File: config.mk
export PLATFORM = sky130hd
export DESIGN_NAME = int_to_decimal_ascii_core_flat
export DESIGN_NICKNAME = d
export VERILOG_FILES = /design/src/rtl/i2d_pkg.sv /design/src/rtl/i2d_if.sv /design/src/rtl/i2d_dabble.sv /design/src/rtl/int_to_decimal_ascii_core.sv /design/src/flat_wrapper.sv
export VERILOG_INCLUDE_DIRS = /design/src /design/src/rtl
export SDC_FILE = /design/constraint.sdc
export NUM_CORES = 1
export LEC_CHECK = 0
export BUFFER_PORTS_ARGS = -buffer_cell sky130_fd_sc_hd__buf_4
export CELL_PAD_IN_SITES_DETAIL_PLACEMENT = 2
export CELL_PAD_IN_SITES_GLOBAL_PLACEMENT = 2
export CORE_MARGIN = 2
export CORE_UTILIZATION = 42
export CTS_CLUSTER_SIZE = 16
export DETAILED_ROUTE_END_ITERATION = 6
export GPL_ROUTABILITY_DRIVEN = 0
export PLACE_DENSITY_LB_ADDON = 0.2
export SYNTH_ARGS = -nofsm -noshare
export SYNTH_HDL_FRONTEND = slang
export SYNTH_SLANG_ARGS = --single-unit
File: constraint.sdc
create_clock -name clk -period 5.4 [get_ports clk]
set_input_delay 0 -clock clk [delete_from_list [all_inputs] [get_ports clk]]
set_output_delay 0 -clock clk [all_outputs]
set_load 0.02 [all_outputs]
File: src/rtl/int_to_decimal_ascii_core_defines.svh
// Assertion macros used by int_to_decimal_ascii_core.
`ifndef INT_TO_DECIMAL_ASCII_CORE_DEFINES_SVH
`define INT_TO_DECIMAL_ASCII_CORE_DEFINES_SVH

`ifndef NO_ASSERTIONS

// Checked on every edge once reset is released.
`define I2D_ASSERT(lbl, prop, msg) \
	lbl: assert property (@(posedge clk) disable iff (!arst_n) prop) else $error(msg);

// Checked on every edge, reset included.
`define I2D_ASSERT_ALWAYS(lbl, prop, msg) \
	lbl: assert property (@(posedge clk) prop) else $error(msg);

`else

`define I2D_ASSERT(lbl, prop, msg)
`define I2D_ASSERT_ALWAYS(lbl, prop, msg)

`endif

`endif

File: src/rtl/i2d_pkg.sv
`default_nettype none
package i2d_pkg;

	localparam int unsigned ValueWidth     = 32;
	localparam int unsigned NumDigits      = 10;
	localparam int unsigned DigitWidth     = 4;
	localparam int unsigned BcdWidth       = NumDigits * DigitWidth;
	localparam int unsigned CharWidth      = 8;
	localparam int unsigned DigitCntWidth  = $clog2(NumDigits + 1);
	localparam int unsigned StepCntWidth   = $clog2(ValueWidth);

	localparam logic [CharWidth-1:0] CharMinus = 8'd45;
	localparam logic [CharWidth-1:0] CharZero  = 8'd48;

	typedef logic [ValueWidth-1:0] mag_t;
	typedef logic [BcdWidth-1:0]   bcd_t;

	// start toward the converter, done back from it
	typedef struct packed {
		logic start;
		mag_t mag;
	} cvt_req_t;

	typedef struct packed {
		logic done;
		bcd_t bcd;
	} cvt_rsp_t;

endpackage
`default_nettype wire

File: src/rtl/i2d_if.sv
`default_nettype none
interface i2d_num_if;
	logic                                valid;
	logic                                ready;
	logic signed [i2d_pkg::ValueWidth-1:0] value;

	modport source (output valid, output value, input ready);
	modport sink   (input valid, input value, output ready);
endinterface

interface i2d_text_if;
	logic                             valid;
	logic                             ready;
	logic [i2d_pkg::CharWidth-1:0]    text_char;
	logic                             last_char;

	modport source (output valid, output text_char, output last_char, input ready);
	modport sink   (input valid, input text_char, input last_char, output ready);
endinterface
`default_nettype wire

File: src/rtl/i2d_dabble.sv
`default_nettype none
// Bit-serial binary to BCD (shift and add-3), one input bit per cycle.
module i2d_dabble (
	input  wire                    clk,
	input  wire                    arst_n,
	input  wire i2d_pkg::cvt_req_t req,
	output i2d_pkg::cvt_rsp_t      rsp
);

	logic [i2d_pkg::ValueWidth-1:0]   bin_q;
	logic [i2d_pkg::BcdWidth-1:0]     bcd_q;
	logic [i2d_pkg::BcdWidth-1:0]     adj;
	logic [i2d_pkg::StepCntWidth-1:0] step_q;
	logic                             busy_q;
	logic                             done_q;

	// each digit that is 5 or more gets +3 before the shift
	always_comb begin
		for (int i = 0; i < int'(i2d_pkg::NumDigits); i++) begin
			if (bcd_q[i*i2d_pkg::DigitWidth +: i2d_pkg::DigitWidth] >= 4'd5) begin
				adj[i*i2d_pkg::DigitWidth +: i2d_pkg::DigitWidth] =
					bcd_q[i*i2d_pkg::DigitWidth +: i2d_pkg::DigitWidth] + 4'd3;
			end else begin
				adj[i*i2d_pkg::DigitWidth +: i2d_pkg::DigitWidth] =
					bcd_q[i*i2d_pkg::DigitWidth +: i2d_pkg::DigitWidth];
			end
		end
	end

	always_ff @(posedge clk or negedge arst_n) begin
		if (!arst_n) begin
			busy_q <= 1'b0;
			done_q <= 1'b0;
			step_q <= '0;
		end else begin
			done_q <= 1'b0;
			if (req.start) begin
				busy_q <= 1'b1;
				step_q <= '0;
			end else if (busy_q) begin
				step_q <= step_q + 1'b1;
				if (step_q == i2d_pkg::StepCntWidth'(i2d_pkg::ValueWidth - 1)) begin
					busy_q <= 1'b0;
					done_q <= 1'b1;
				end
			end
		end
	end

	always_ff @(posedge clk) begin
		if (req.start) begin
			bin_q <= req.mag;
			bcd_q <= '0;
		end else if (busy_q) begin
			bcd_q <= {adj[i2d_pkg::BcdWidth-2:0], bin_q[i2d_pkg::ValueWidth-1]};
			bin_q <= {bin_q[i2d_pkg::ValueWidth-2:0], 1'b0};
		end
	end

	assign rsp.done = done_q;
	assign rsp.bcd  = bcd_q;

endmodule
`default_nettype wire

File: src/rtl/int_to_decimal_ascii_core.sv
// The first character follows the value after the bit-serial conversion, then the ST_SKIP
// state drops each leading zero digit, up to 9.
// One item at a time: a new value is taken only once the last character of the previous one
// is loaded into the output register; the bit-serial BCD converter sets the bulk of the time.
// Characters leave at one per cycle while the sink keeps ready high.
// Reset (arst_n low, asynchronous) returns to idle and drops the output valid.
`default_nettype none
`include "int_to_decimal_ascii_core_defines.svh"
module int_to_decimal_ascii_core (
	input  wire               clk,
	input  wire               arst_n,
	i2d_num_if.sink           num,
	i2d_text_if.source        text
);

	typedef enum logic [2:0] {
		ST_IDLE,
		ST_CONV,
		ST_SKIP,
		ST_SIGN,
		ST_DIGIT
	} state_t;

	state_t                               state_q;
	logic                                 neg_q;
	logic [i2d_pkg::BcdWidth-1:0]         dig_q;
	logic [i2d_pkg::DigitCntWidth-1:0]    left_q;
	logic                                 text_valid_q;
	logic [i2d_pkg::CharWidth-1:0]        text_char_q;
	logic                                 last_q;

	i2d_pkg::cvt_req_t                    cvt_req;
	i2d_pkg::cvt_rsp_t                    cvt_rsp;
	logic                                 accept;
	logic                                 slot_free;
	logic                                 text_state;
	logic                                 emit;
	logic                                 char_ok;
	logic [i2d_pkg::DigitWidth-1:0]       top_digit;

	assign num.ready  = (state_q == ST_IDLE);
	assign accept     = num.valid && num.ready;
	assign slot_free  = !text_valid_q || text.ready;
	assign text_state = (state_q == ST_SIGN) || (state_q == ST_DIGIT);
	assign emit       = text_state && slot_free;
	assign top_digit  = dig_q[i2d_pkg::BcdWidth-1 -: i2d_pkg::DigitWidth];

	assign cvt_req.start = accept;
	assign cvt_req.mag   = num.value[i2d_pkg::ValueWidth-1] ?
		(~num.value + 1'b1) : num.value;

	i2d_dabble u_dabble (
		.clk    (clk),
		.arst_n (arst_n),
		.req    (cvt_req),
		.rsp    (cvt_rsp)
	);

	always_ff @(posedge clk or negedge arst_n) begin
		if (!arst_n) begin
			state_q      <= ST_IDLE;
			neg_q        <= 1'b0;
			dig_q        <= '0;
			left_q       <= '0;
			text_valid_q <= 1'b0;
			text_char_q  <= '0;
			last_q       <= 1'b0;
		end else begin
			if (emit) begin
				text_valid_q <= 1'b1;
			end else if (text_valid_q && text.ready) begin
				text_valid_q <= 1'b0;
			end
			unique case (state_q)
				ST_IDLE: begin
					if (accept) begin
						neg_q   <= num.value[i2d_pkg::ValueWidth-1];
						state_q <= ST_CONV;
					end
				end
				ST_CONV: begin
					if (cvt_rsp.done) begin
						dig_q   <= cvt_rsp.bcd;
						left_q  <= i2d_pkg::DigitCntWidth'(i2d_pkg::NumDigits);
						state_q <= ST_SKIP;
					end
				end
				ST_SKIP: begin
					// drop leading zeros, keeping at least one digit
					if (top_digit == '0 && left_q > 1) begin
						dig_q  <= {dig_q[i2d_pkg::BcdWidth-i2d_pkg::DigitWidth-1:0],
							{i2d_pkg::DigitWidth{1'b0}}};
						left_q <= left_q - 1'b1;
					end else begin
						state_q <= neg_q ? ST_SIGN : ST_DIGIT;
					end
				end
				ST_SIGN: begin
					if (slot_free) begin
						text_char_q  <= i2d_pkg::CharMinus;
						last_q       <= 1'b0;
						state_q      <= ST_DIGIT;
					end
				end
				ST_DIGIT: begin
					if (slot_free) begin
						text_char_q  <= i2d_pkg::CharZero +
							{{(i2d_pkg::CharWidth-i2d_pkg::DigitWidth){1'b0}}, top_digit};
						last_q       <= (left_q == 1);
						dig_q        <= {dig_q[i2d_pkg::BcdWidth-i2d_pkg::DigitWidth-1:0],
							{i2d_pkg::DigitWidth{1'b0}}};
						left_q       <= left_q - 1'b1;
						if (left_q == 1) begin
							state_q <= ST_IDLE;
						end
					end
				end
				default: begin
					state_q <= ST_IDLE;
				end
			endcase
		end
	end

	assign text.valid     = text_valid_q;
	assign text.text_char = text_char_q;
	assign text.last_char = last_q;

	assign char_ok = (text_char_q == i2d_pkg::CharMinus) ||
		((text_char_q >= i2d_pkg::CharZero) && (text_char_q <= i2d_pkg::CharZero + 8'd9));

	`I2D_ASSERT(a_busy_after_accept, accept |=> !num.ready, "input taken while converting")
	`I2D_ASSERT(a_done_in_conv, cvt_rsp.done |-> (state_q == ST_CONV), "stray conversion done")
	`I2D_ASSERT(a_digits_left, text_state |-> (left_q != 0), "digit count ran out")
	`I2D_ASSERT_ALWAYS(a_char_set, text_valid_q |-> char_ok, "bad character")

endmodule
`default_nettype wire
File: src/flat_wrapper.sv
// flat-port wrapper written by rule: the top's interface ports become plain ports
module int_to_decimal_ascii_core_flat 
  (clk, arst_n, num_valid, num_value, num_ready, text_valid, text_text_char, text_last_char, text_ready);
  i2d_num_if num_i ();
  i2d_text_if text_i ();
  input  wire clk;
  input  wire arst_n;
  input wire logic [$bits(num_i.valid)-1:0] num_valid;
  input wire logic [$bits(num_i.value)-1:0] num_value;
  output wire logic [$bits(num_i.ready)-1:0] num_ready;
  output wire logic [$bits(text_i.valid)-1:0] text_valid;
  output wire logic [$bits(text_i.text_char)-1:0] text_text_char;
  output wire logic [$bits(text_i.last_char)-1:0] text_last_char;
  input wire logic [$bits(text_i.ready)-1:0] text_ready;
  assign num_i.valid = num_valid;
  assign num_i.value = num_value;
  assign num_ready = num_i.ready;
  assign text_valid = text_i.valid;
  assign text_text_char = text_i.text_char;
  assign text_last_char = text_i.last_char;
  assign text_i.ready = text_ready;
  int_to_decimal_ascii_core u_core (.clk(clk), .arst_n(arst_n), .num(num_i), .text(text_i));
endmodule
==> flow_summary.toml <==
[outcome]
status = "finished, violations left"
violations = "hold timing"

[hold_path]
hold_path_class = "in -> reg"
hold_end = "u_core.u_dabble.bin_q[7]"
hold_path.startpoint = "num_value[7]"
worstHoldPathCells = 3

[routing]
dr.pass1.iters = 4
vias = 5881
drt_iter0_drc = 240
drc = 0
detail-route-antenna-nets = 0
routedWlPerCell_um = 20.4
finalWirelength_um = 21400
viasPerCell = 5.59

[finish]
nNetsFinal = 875
layout_common_cells = "nand2_1, o21ai_1, mux2i_1, dfrtp_1, buf_4"
antenna_cells = 0
ff_latch_area_sq_mm = 0.00334
syn2layout_area_growth_pct = 16.6
final_common_cell = "nand2_1"
fillers = 1822
layout-drive-gt1-share = 0.120
design_area_sq_mm = 0.00854
multi_input_area_sq_mm = 0.00366

[run]
max_cap_viol_count = 0

[setup_path]
crit-reg2reg-launch = "u_core.state_q[0]"
cp-end-kind = "register"
worstPathMaxFanout = 45
crit_type = "reg -> reg"
r2r_end = "u_core.dig_q[10]"
critPathRequiredTime_ns = 5.74
r2r_slack_ns = 2.52
cp_cell_sequence = "or3b_1, a21oi_1, a21o_2, buf_4, nand2_1, o21ai_1"
crit_buf_inv = 1
critPathSlowestCell = "dfrtp_1"
worstRegToRegCells = 6
worst-path-stages = 6
slowest_delay_ns = 0.68
arrival_ns = 3.21
cp-start-kind = "register"
cp_top_family = "compound AO/OA/AOI/OAI gates"

[place]
dp_hpwl_um = 13700
postPlaceCellArea_sq_mm = 0.00775
io_buffers = 44

[power_and_ir_drop]
p_leak_nw = 3.60
power_density_mw_per_mm2 = 562
vdd_drop_max_mv = 0.219

[sta]
holdWs_ns = -0.00260
finalCritPeriodShare = 0.533
finalSetupViolCount = 0
slew_headroom = 0.301
finalHoldViolCount = 1
final.setup_skew_ns = 0.00646
min_period_ns = 2.88
fin_tns_setup_ns = 0
fmax_mhz = 348
rsz0062_at_grt = "false"
drv_slew = 0
tightestPinTransition_ns = 1.04

[clock_tree]
cts_buffers = 17
cts-resized-gates = 0
cts_root_buf = "clkbuf_16"
cts.hold.buffers_added = 19
cts_tree = "built"
path_clk_slew_ns = 0.06
clkSinkCount = 135
post-cts-setup-buffers = 0
clk_path_buf_depth = 2
cts.htree.levels = 4
clk_latency_ns = 0.42

[floorplan]
design.core.area_sq_mm = 0.0172
initial_utilization = 0.427
io_pins = 47
die_w_um = 136
rows = 48
fp.dieH_um = 136
dieArea_sq_mm = 0.0185

[global_routing]
grt_max_degree = 64
grt-ovfl-total = 0
first_global_vias = 6664
grt_pass1_wl_um = 35600
antenna_found_initial = 0
track_usage = 0.246

[yosys]
synth_edf_count = 32
synthCells = 770
synth_top_flop_cell = "dfrtp_1"
yosysUniqueCellTypes = 61
async_flop_share = 0.467
synth_top_cell_by_area = "dfrtp_1"
synth_top_area_share = 0.215
syn_avg_cell_area_sq_um = 9.52
ys_ff_latch = 135
yosys_warnings = 0
synth_area_leaders = "dfrtp_1, edfxtp_1, dfxtp_1"
netlist_area_sq_mm = 0.00733
synth_seq_area_share = 0.456
-- where the power goes --
part	leakage (nW)	internal (W)	switching, W
sequential	1.50	0.00148	0.000352
combinational	1.80	0.000696	0.00109
clock	0.297	0.000728	0.000454
total	3.60	0.00291	0.00189
-- worst min-delay path, cell delays in order --
cell and delay [ns]:
buf_4 0.11, xor2_1 0.07, o21ai_1 0.12
-- sequential cells by signal, summed over array words and instances (netlist names) --
signal,flops
u_core.dig_q,40
u_core.neg_q,1
u_core.u_dabble.busy_q,1
u_core.left_q,4
u_core.text.last_char,1
u_core.u_dabble.bcd_q,40
u_core.u_dabble.bin_q,32
u_core.u_dabble.done_q,1
u_core.state_q,3
u_core.u_dabble.step_q,5
u_core.text.text_char,6
u_core.text.valid,1
-- worst max path at each step --
stage,start,endpoint,slack [ns]
2_1_floorplan,u_core.state_q[2],u_core.u_dabble.bin_q[0],2.88
3_3_place_gp,u_core.state_q[0],u_core.dig_q[4],2.80
3_5_place_dp,u_core.state_q[0],u_core.dig_q[8],2.60
4_1_cts,u_core.state_q[0],u_core.dig_q[10],2.49
5_1_grt,u_core.state_q[0],u_core.dig_q[10],2.27
6_report,u_core.state_q[0],u_core.dig_q[10],2.52
-- layout make-up --
class                   count  share of cell area
flip-flops and latches    135               0.391
well taps                 225              0.0330
inverters                  28              0.0123
clock inverters            12              0.0144
multi-input cells         564               0.428
repair buffers             68              0.0653
clock buffers              20              0.0560
-- per-layer routing --
layer  global-route usage  vias up  routed length (um)  share of wire
met5                    0        -                   0              0
met4               0.0735        0                 346          0.016
met3               0.0388       29                 335          0.016
met2                0.454       61               11500           0.53
met1                0.293     2997                9290           0.43
li1                     -     2794                   -              -
-- per-stage QoR --
stage | util | total power, W | hold WS (ns) | setup slack [ns] | instances
2_1_floorplan | - | 0.00308 | -0.296 | 2.88 | 771
3_3_place_gp | 0.451 | 0.00338 | 0.144 | 2.80 | 1001
3_5_place_dp | 0.451 | 0.00359 | 0.159 | 2.60 | 1001
4_1_cts | 0.497 | 0.00485 | 0.00148 | 2.49 | 1052
5_1_grt | 0.497 | 0.00516 | 0.0207 | 2.27 | 1052
6_report | 0.497 | 0.00480 | -0.00260 | 2.52 | 1052
-- Yosys cell counts, drive strengths merged, types with 2 or more instances --
cell type / n
nor4: 6
ha: 25
dfrtp: 63
and3: 2
nand2: 111
o31ai: 13
nor2: 42
buf: 23
a21o: 4
nor3b: 7
mux2: 2
nor4b: 3
nor3: 15
nand4: 9
a211oi: 7
or2: 3
o41ai: 4
nand3b: 2
edfxtp: 32
xnor2: 14
clkbuf: 20
dfxtp: 40
o22a: 3
nor2b: 3
mux2i: 66
o211ai: 6
o21ai: 103
or4: 5
o311ai: 2
nand2b: 17
a21oi: 33
nand3: 15
or3: 3
inv: 27
xor2: 29
-- cells by family (layout without fill, tap and decap cells) --
group / count (synthesis) / after routing / synth area share
AOI/OAI and AO/OA: 179 / 179 / 0.143
xor gates and xnor gates: 43 / 43 / 0.0514
and+or+nand+nor: 247 / 247 / 0.167
adders and majority gates: 25 / 25 / 0.0427
DFF: 135 / 135 / 0.456
buffers and inverters: 72 / 128 / 0.0473
other: 1 / 2 / 0.000512
muxes: 68 / 68 / 0.0932
(Power assumes the default switching activity.)
